$ cat src/hw/rtl/tlid_pkg.sv
// Shared constants and event codes for the terminal line input decoder.
package tlid_pkg;

    // Largest command buffer the decoder supports.
    localparam int unsigned MAX_LINE_BUFFER = 256;
    // Effective size ceiling: the buffer limit, never above 256.
    localparam int unsigned SIZE_CEIL = (MAX_LINE_BUFFER < 256) ? MAX_LINE_BUFFER : 256;

    localparam logic [8:0] CFG_SIZE_RESET = 9'd64;

    // Register index decoded from the APB address.
    localparam logic REG_LINE_BUFFER_SIZE = 1'b0;

    // Byte values of interest.
    localparam logic [7:0] CH_ESC  = 8'h1B;
    localparam logic [7:0] CH_LBRK = 8'h5B;
    localparam logic [7:0] CH_CR   = 8'h0D;
    localparam logic [7:0] CH_LF   = 8'h0A;
    localparam logic [7:0] CH_BS   = 8'h08;
    localparam logic [7:0] CH_DEL  = 8'h7F;
    localparam logic [7:0] CH_TAB  = 8'h09;
    localparam logic [7:0] CH_UP   = 8'h41;
    localparam logic [7:0] CH_DOWN = 8'h42;
    localparam logic [7:0] CH_FIN_LO   = 8'd64;
    localparam logic [7:0] CH_FIN_HI   = 8'd126;
    localparam logic [7:0] CH_PRINT_LO = 8'd32;

    typedef enum logic [2:0] {
        EV_NONE      = 3'd0,
        EV_APPEND    = 3'd1,
        EV_ERASE     = 3'd2,
        EV_SUBMIT    = 3'd3,
        EV_HIST_UP   = 3'd4,
        EV_HIST_DOWN = 3'd5,
        EV_COMPLETE  = 3'd6
    } t_event;

endpackage

$ cat src/hw/rtl/terminal_line_input_decoder.sv
// Top level of the terminal line input decoder: byte stream in, edit events out.
//
//  channel   | direction | handshake               | payload
//  ----------+-----------+-------------------------+------------------------------------------
//  s_axis    | in        | s_axis_tvalid/tready    | tdata[7:0] in_byte
//  m_axis    | out       | m_axis_tvalid/tready    | tdata[2:0] event_code, [10:3] event_char,
//            |           |                         |      [18:11] line_position, [23:19] zero
//  apb       | in        | psel/penable/pwrite     | paddr[2] selects register, pwdata[8:0]
//
// Two stages: an input register takes an item, and the decode logic then
// updates the line state and loads the result register. One item per cycle
// sustained while m_axis does not stall.
// Synchronous active-low reset clears the state (previous byte, escape flag,
// line length), sets line_buffer_size to 64 and empties both stages.
// A stall on m_axis holds the result register; the input stage still takes one
// more item before s_axis_tready drops.
module terminal_line_input_decoder
    import tlid_pkg::*;
(
    input  logic        i_clk,
    input  logic        i_rst_n,

    input  logic        s_axis_tvalid,
    output logic        s_axis_tready,
    input  logic [7:0]  s_axis_tdata,   // [7:0] in_byte

    output logic        m_axis_tvalid,
    input  logic        m_axis_tready,
    output logic [23:0] m_axis_tdata,   // [2:0] event_code, [10:3] event_char,
                                        // [18:11] line_position, [23:19] zero

    input  logic        psel,
    input  logic        penable,
    input  logic        pwrite,
    input  logic [2:0]  paddr,
    input  logic [31:0] pwdata,
    output logic [31:0] prdata,
    output logic        pready
);

    // Configuration register.
    logic [8:0] r_size;

    // Input stage.
    logic       r_in_valid;
    logic [7:0] r_in_byte;

    // Line state.
    logic [7:0] r_prev;
    logic       r_esc;
    logic [7:0] r_len;

    // Result stage.
    logic       r_out_valid;
    t_event     r_code;
    logic [7:0] r_char;
    logic [7:0] r_pos;

    // Next values from the decode.
    logic       n_esc;
    logic [7:0] n_len;
    t_event     n_code;
    logic [7:0] n_char;
    logic [7:0] n_pos;

    logic       adv;       // move the input item into the result register
    logic [8:0] eff_size;
    logic [9:0] len_plus2;
    logic       is_final;
    logic       is_print;
    logic       paired;

    assign pready = 1'b1;
    assign prdata = (paddr[2] == REG_LINE_BUFFER_SIZE) ? {23'd0, r_size} : 32'd0;

    always_ff @(posedge i_clk) begin
        if (!i_rst_n) begin
            r_size <= CFG_SIZE_RESET;
        end else if (psel && penable && pwrite && pready &&
                     paddr[2] == REG_LINE_BUFFER_SIZE) begin
            r_size <= pwdata[8:0];
        end
    end

    // Advance when the result register is free or being drained.
    assign adv           = r_in_valid && (!r_out_valid || m_axis_tready);
    assign s_axis_tready = !r_in_valid || adv;

    always_ff @(posedge i_clk) begin
        if (!i_rst_n) begin
            r_in_valid <= 1'b0;
        end else if (s_axis_tready) begin
            r_in_valid <= s_axis_tvalid;
        end
    end

    always_ff @(posedge i_clk) begin
        if (s_axis_tvalid && s_axis_tready) begin
            r_in_byte <= s_axis_tdata;
        end
    end

    // Limit the size register to the supported ceiling.
    assign eff_size  = (r_size > 9'(SIZE_CEIL)) ? 9'(SIZE_CEIL) : r_size;
    assign len_plus2 = {2'b00, r_len} + 10'd2;
    assign is_final  = (r_in_byte >= CH_FIN_LO) && (r_in_byte <= CH_FIN_HI);
    assign is_print  = (r_in_byte >= CH_PRINT_LO) && (r_in_byte <= CH_FIN_HI);
    assign paired    = (r_prev == CH_CR && r_in_byte == CH_LF) ||
                       (r_prev == CH_LF && r_in_byte == CH_CR);

    always_comb begin
        n_esc  = r_esc;
        n_len  = r_len;
        n_code = EV_NONE;
        n_char = 8'd0;
        n_pos  = 8'd0;
        if (r_esc) begin
            // Swallow parameter bytes; close on a final byte.
            if (is_final) begin
                n_esc = 1'b0;
                if (r_in_byte == CH_UP) begin
                    n_code = EV_HIST_UP;
                end else if (r_in_byte == CH_DOWN) begin
                    n_code = EV_HIST_DOWN;
                end
            end
        end else if (r_prev == CH_ESC && r_in_byte == CH_LBRK) begin
            n_esc = 1'b1;
        end else if (r_in_byte == CH_CR || r_in_byte == CH_LF) begin
            // Count a CR LF or LF CR pair as one line end.
            if (!paired) begin
                n_code = EV_SUBMIT;
                n_pos  = r_len;
                n_len  = 8'd0;
            end
        end else if (r_in_byte == CH_BS || r_in_byte == CH_DEL) begin
            if (r_len != 8'd0) begin
                n_len  = r_len - 8'd1;
                n_code = EV_ERASE;
                n_pos  = r_len - 8'd1;
            end
        end else if (r_in_byte == CH_TAB) begin
            n_code = EV_COMPLETE;
        end else if (is_print) begin
            // Drop the byte once the line is full.
            if (len_plus2 < {1'b0, eff_size}) begin
                n_code = EV_APPEND;
                n_char = r_in_byte;
                n_pos  = r_len;
                n_len  = r_len + 8'd1;
            end
        end
    end

    always_ff @(posedge i_clk) begin
        if (!i_rst_n) begin
            r_prev <= 8'd0;
            r_esc  <= 1'b0;
            r_len  <= 8'd0;
        end else if (adv) begin
            r_prev <= r_in_byte;
            r_esc  <= n_esc;
            r_len  <= n_len;
        end
    end

    always_ff @(posedge i_clk) begin
        if (!i_rst_n) begin
            r_out_valid <= 1'b0;
        end else if (adv) begin
            r_out_valid <= 1'b1;
        end else if (m_axis_tready) begin
            r_out_valid <= 1'b0;
        end
    end

    always_ff @(posedge i_clk) begin
        if (adv) begin
            r_code <= n_code;
            r_char <= n_char;
            r_pos  <= n_pos;
        end
    end

    assign m_axis_tvalid = r_out_valid;
    assign m_axis_tdata  = {5'd0, r_pos, r_char, r_code};

    // The line never grows past 254 bytes.
    a_len_bound: assert property (@(posedge i_clk) disable iff (!i_rst_n)
        r_len != 8'd255)
        else $error("line length out of range");

    // Escape mode is entered only by a '[' byte.
    a_esc_entry: assert property (@(posedge i_clk) disable iff (!i_rst_n)
        $rose(r_esc) |-> r_prev == CH_LBRK)
        else $error("escape entered without bracket");

    // An append carries a printable byte; any other event carries zero.
    a_append_char: assert property (@(posedge i_clk) disable iff (!i_rst_n)
        (r_out_valid && r_code == EV_APPEND) |-> (r_char >= CH_PRINT_LO && r_char <= CH_FIN_HI))
        else $error("append of non-printable byte");

    a_other_char: assert property (@(posedge i_clk) disable iff (!i_rst_n)
        (r_out_valid && r_code != EV_APPEND) |-> r_char == 8'd0)
        else $error("event char set on non-append");

endmodule

$ cat config.mk
export PLATFORM = sky130hd
export DESIGN_NAME = terminal_line_input_decoder
export DESIGN_NICKNAME = d
export VERILOG_FILES = /design/src/hw/rtl/tlid_pkg.sv /design/src/hw/rtl/terminal_line_input_decoder.sv
export SDC_FILE = /design/constraint.sdc
export NUM_CORES = 1
export LEC_CHECK = 0
export BUFFER_PORTS_ARGS = -buffer_cell sky130_fd_sc_hd__buf_2
export CORE_ASPECT_RATIO = 0.7
export CORE_MARGIN = 1
export CORE_UTILIZATION = 40
export DETAILED_ROUTE_END_ITERATION = 8
export PLACE_DENSITY = 0.72
export SETUP_SLACK_MARGIN = 0.02
export SLEW_MARGIN = 5
export SYNTH_ARGS = -nofsm -noshare
export SYNTH_HDL_FRONTEND = slang
export SYNTH_SLANG_ARGS = --single-unit
$ cat constraint.sdc
create_clock -name i_clk -period 8.85 [get_ports i_clk]
set_clock_uncertainty 0.2 [all_clocks]
set_input_delay 0.885 -clock i_clk [delete_from_list [all_inputs] [get_ports i_clk]]
set_output_delay 0.885 -clock i_clk [all_outputs]
set_load 0.02 [all_outputs]
# Word-level counts from Yosys, hierarchy flattened
# Index checks and enable logic that the tools add are counted.
# W data, S select, Z words.
# totals
register_bits	55
input_bits	50
out_inout_bits	59
wordCells	94
# classes
add_sub_neg	3
order_cmp	5
n_eq_ne	14
muxes	33
n_bitwise	5
n_reduce_logical	24
# ops
operator	n
$mux W8	14
$eq A8 B4 Y1 const B	6
$eq A8 B7 Y1 const B	4
$mux W3	8
$mux W9	2
$logic_and A1 B1 Y1	10
$add A8 B2 Y9 const B	1
$gt A9 B9 Y1 const B	1
$lt A9 B9 Y1	1
$add A8 B1 Y8 const B	1
$eq A8 B5 Y1 const B	1
$ge A8 B6 Y1 const B	1
$ge A8 B7 Y1 const B	1
$le A8 B7 Y1 const B	1
$reduce_and A8 Y1	1
$reduce_bool A8 Y1	1
$sub A8 B1 Y8 const B	1
$mux W1	7
$reduce_or A7 Y1	1
$reduce_bool A3 Y1	2
$logic_or A1 B1 Y1	5
$not A1 Y1	5
$mux W2	2
$ne A3 B2 Y1 const B	1
5 further kinds	6

# Depth between registers and ports, before layout
# logic_depth
depth_word	10
depth_mapped	11
mapped_depth_nobuf	11

# Worst setup path before layout
# Ideal clock, no wire load.
# synth_timing
kind	flip-flop to flip-flop
start	register r_len[4]
end	register r_len[7]
setup_time_ns	0.114
t_arrival_ns	2.571
required_time_ns	8.536
setup_slack_ns	5.966
stages_incl_launch_ff	12
path_buffers	1
period_less_slack_ns	2.884
cell_sequence	dfxtp_1 > clkbuf_1 > nand4_1 > nor2_1 > xnor2_1 > ha_1 > a21oi_1 > nand2_1 > a221oi_2 > nand4_1 > a32o_1 > a21o_1
# synth_via
elab_chain_cells	6
elab_cells_between_ends	14
cone_classes	add/sub: 3; order compare: 1; eq/ne: 1; mux: 6; reduce/logical: 3
# synth_lines
element	line_no	text
start: declaration	terminal_line_input_decoder.sv:51	logic [7:0] r_len;
start signal: assignment	terminal_line_input_decoder.sv:163	r_len <= n_len;
parallel branches: the longest is 6 deep, another holds $add A8 B2 Y9	-	
# Parallel ways; which one is timed is not known. The select of a mux whose other input is x is not followed.
# A chain may end at the register's enable or synchronous reset.

# Worst setup path in the final report
# layout_timing
start	register r_len[2]
end	register r_pos[0], data pin
# layout_via
elab_chain_cells	7
elab_cells_between_ends	9
cone_classes	add/sub: 1; order compare: 1; mux: 6; reduce/logical: 1
# layout_lines
element	line_no	text
$add A8 B2 Y9	terminal_line_input_decoder.sv:105	assign len_plus2 = {2'b00, r_len} + 10'd2;
$lt A9 B9 Y1	terminal_line_input_decoder.sv:146	if (len_plus2 < {1'b0, eff_size}) begin
$mux W8	terminal_line_input_decoder.sv:146	
$mux W8	terminal_line_input_decoder.sv:144	end else if (is_print) begin
$mux W8	terminal_line_input_decoder.sv:142	end else if (r_in_byte == CH_TAB) begin
$mux W8 *	terminal_line_input_decoder.sv:136	end else if (r_in_byte == CH_BS || r_in_byte == CH_DEL) begin
$mux W8 *	terminal_line_input_decoder.sv:129	end else if (r_in_byte == CH_CR || r_in_byte == CH_LF) begin
end signal: assignment	terminal_line_input_decoder.sv:181	r_pos <= n_pos;
end: declaration	terminal_line_input_decoder.sv:57	logic [7:0] r_pos;
# Every way passes the cells marked *; elsewhere a longest branch is shown, timed or not.

==> summary.txt <==
Logic synthesis
  • Area leader, netlist: edfxtp_1
  • Seq cells post-synth: 55
  • Synth cell types: 70
  • Area contributors post-synth: edfxtp_1 24%, dfxtp_1 16%, nand2_1 7.1%
  • Top cells by count, synth: 65 x nand2_1, 32 x buf_4, 28 x dfxtp_1
  • Netlist Area Pre-Place: 3440 µm²
  • Post-synth EDFFs: 27
  • Prevailing post-synth register cell: dfxtp_1
  • Share of the synthesized area in the top cell type: 0.235
  • Ys async rst share: 0
  • YS warnings: 0
  • Count leader, synth: nand2_1
  • Syn avg cell area: 9.33 µm²
  • Syn Inst Count: 369
  • Sequential share of the synthesized area: 0.398

Setup path
  • Arr. time, crit path: 3340 ps
  • Worst r2r src: r_len[2]
  • Reg2reg path depth: 10
  • Critical Setup Path Class: reg -> reg
  • RR Endpoint: r_pos[0]
  • Worst setup path startpoint: r_len[2]
  • Crit path launch type: flip-flop
  • Worst EP required: 8800 ps
  • Worst Setup End Kind: flip-flop
  • Max FO, Critical Path: 9
  • R2r setup slk: 5460 ps
  • Setup crit end: r_pos[0]

Clocking
  • Clk buf depth: 2
  • CTS resizes: 0
  • Num CTS Buffers: 5
  • Worst-path clk slew: 80 ps
  • Num Clock Sinks: 55
  • Hold_buf cts: 0
  • Clk Latency, worst-skew pair: 290 ps
  • Post-CTS setup buffer count: 0
  • CTS tree: done
  • H-tree depth: 2
  • Root Driver: clkbuf_16

Power
  • Cell Pwr Density: 205 nW/µm²
  • Register share of total power: 0.438
  • P_leak: 1.50 nW
  • Clock power share: 0.281
  • Comb power frac: 0.281
  • Sw Pwr: 0.276 mW
  • Int Pwr: 0.503 mW
  • Sw Ratio: 0.354
  • Maximum vdd drop: 0.101 mV

Cells and area
  • # nets final: 477
  • Diode count: 0
  • Finished Layout Cells: 516
  • Layout cells sized above 1: 0.188
  • Syn-to-layout area delta: 10.4%
  • Filler Cells Inserted: 759

Placed design
  • Placed Cells: 508
  • Final HPWL DP: 5.66 mm
  • Gp weighted congestion: 0.894
  • Worst slack at placement: 5560 ps
  • Port buffer count: 54

Global routing
  • Vias in the first global route: 2522
  • Total GRT Usage: 0.174
  • Grt ovf: 0
  • Initial antenna violation count: 0
  • First-pass GRT wire length: 12.3 mm
  • Largest net degree at the start of global routing: 37

STA
  • Maximum clock frequency: 295 MHz
  • Max-slew violations: 0
  • Worst setup margin: 5460 ps
  • Worst slew pin tran: 903 ps
  • Final setup fails: 0
  • Max_slew headroom: 0.394
  • Minimum clock period: 3390 ps
  • Fin. Hold Viols: 0
  • Unrepaired setup endpoints after global routing: no
  • Setup TNS Final: 0 ps
  • Final worst-path cycle share: 0.383

Detailed routing
  • Post-route DRC: 0
  • M1 WL: 3.57 mm
  • Routed vias: 2851
  • Initial DRT Pass Iterations: 5
  • Metal2 WL: 3.31 mm
  • Remaining antenna violation count: 0
  • Wire per inst: 14.8 µm
  • Met3 wire length: 675 µm
  • Post-DR vias/cell: 5.53
  • Final wirelength: 7.64 mm
  • Iter 0 DRT Violations: 225
  • Highest metal used: met4

Floorplan
  • Core footprint: 8110 µm²
  • Total die area: 8990 µm²
  • Die span in y: 79.6 µm
  • Initial Utilization: 0.425
  • Cell row count: 27
  • Num ports: 109
  • Die width: 113 µm

Run
  • Max cap viols: 0

Min path
  • Hold WC Path Type: reg -> reg
  • Hold path cells: 2

Outcome
  • Status: complete, no violations
==> worst min path at each step <==
stage | startpoint | slack [ps] | endpoint
after detailed placement | r_prev[3] | 260 | r_prev[3]
after global routing | r_prev[3] | 280 | r_prev[3]
after CTS | r_prev[3] | 270 | r_prev[3]
after global placement | r_prev[6] | 250 | r_prev[6]
after floorplan | r_prev[5] | 240 | r_prev[5]
final | r_prev[3] | 260 | r_prev[3]
==> cell type report <==
| type | count | area, µm² | area share |
|---|---|---|---|
| Sequential cell | 55 | 1370 | 0.361 |
| Timing Repair Buffer | 54 | 270 | 0.0711 |
| Inverter | 9 | 33.8 | 0.00888 |
| Clock inverter | 2 | 17.5 | 0.00461 |
| Multi-Input combinational cell | 289 | 1830 | 0.482 |
| Clock buffer | 6 | 150 | 0.0395 |
| Tap cell | 101 | 126 | 0.0332 |
==> power by group through the flow <==
| stage | Combinational [mW] | Clock, mW | Sequential (mW) |
|---|---|---|---|
| final | 0.219 | 0.219 | 0.341 |
| after global routing | 0.242 | 0.231 | 0.344 |
| after CTS | 0.215 | 0.223 | 0.338 |
| after detailed placement | 0.214 | 0 | 0.344 |
| after global placement | 0.206 | 0 | 0.342 |
| after floorplan | 0.193 | 0 | 0.325 |
==> kinds of logic (layout without fill, tap and decap cells) <==
kind of cell	after synthesis	after routing	share of synthesized area
AOI/OAI and AO/OA	66	66	0.159
xor gates and xnor gates	6	6	0.0153
adders and majority gates	13	13	0.0472
buffers and inverters	53	71	0.100
DFF	55	55	0.398
muxes	8	8	0.0240
other	2	30	0.00218
and+or+nand+nor	166	166	0.254
==> layer usage <==
| metal | vias up | global-route usage |
|---|---|---|
| met5 | - | 0 |
| met3 | 8 | 0.0402 |
| met4 | 0 | 0.0526 |
| li1 | 1363 | - |
| met1 | 1339 | 0.242 |
| met2 | 141 | 0.268 |
==> registers in the layout (all words and copies together) (netlist names) <==
register / count
r_prev: 8
r_size: 9
r_in_valid: 1
r_len: 8
r_in_byte: 8
r_esc: 1
r_char: 8
m_axis_tvalid: 1
r_code: 3
r_pos: 8
==> worst max-delay path, stage by stage, from the launching register on <==
cell,delay (ps)
dfxtp_1,550
ha_1,300
nand3_1,120
xnor2_1,260
ha_1,280
nand4_1,110
nor2_1,80
a221oi_2,630
a22oi_2,260
mux2_2,360
nor2_1,90
==> through the flow <==
step	area (µm²)	hold WS, ps	total power [mW]	util
2_1_floorplan	3550	238	0.518	-
3_3_place_gp	3630	250	0.548	0.448
3_5_place_dp	3630	255	0.557	0.448
4_1_cts	3800	266	0.776	0.469
5_1_grt	3800	281	0.817	0.469
6_report	3800	261	0.779	0.469
==> cell usage in the layout, fill, tap and decap left out, types with 5 or more instances in the layout <==
master     instances
and2_1             8
nor3_1             7
mux2i_1            6
dfxtp_1           28
nor2_1            20
clkbuf_16          6
nand4_1            6
nor2b_1           12
inv_1              7
conb_1            30
nand2_1           65
buf_2             54
edfxtp_1          27
a21boi_0          16
nand3_1           12
a21oi_1            9
nor4_1             5
ha_1              13
Note: power is estimated with default switching activity, not from simulation.
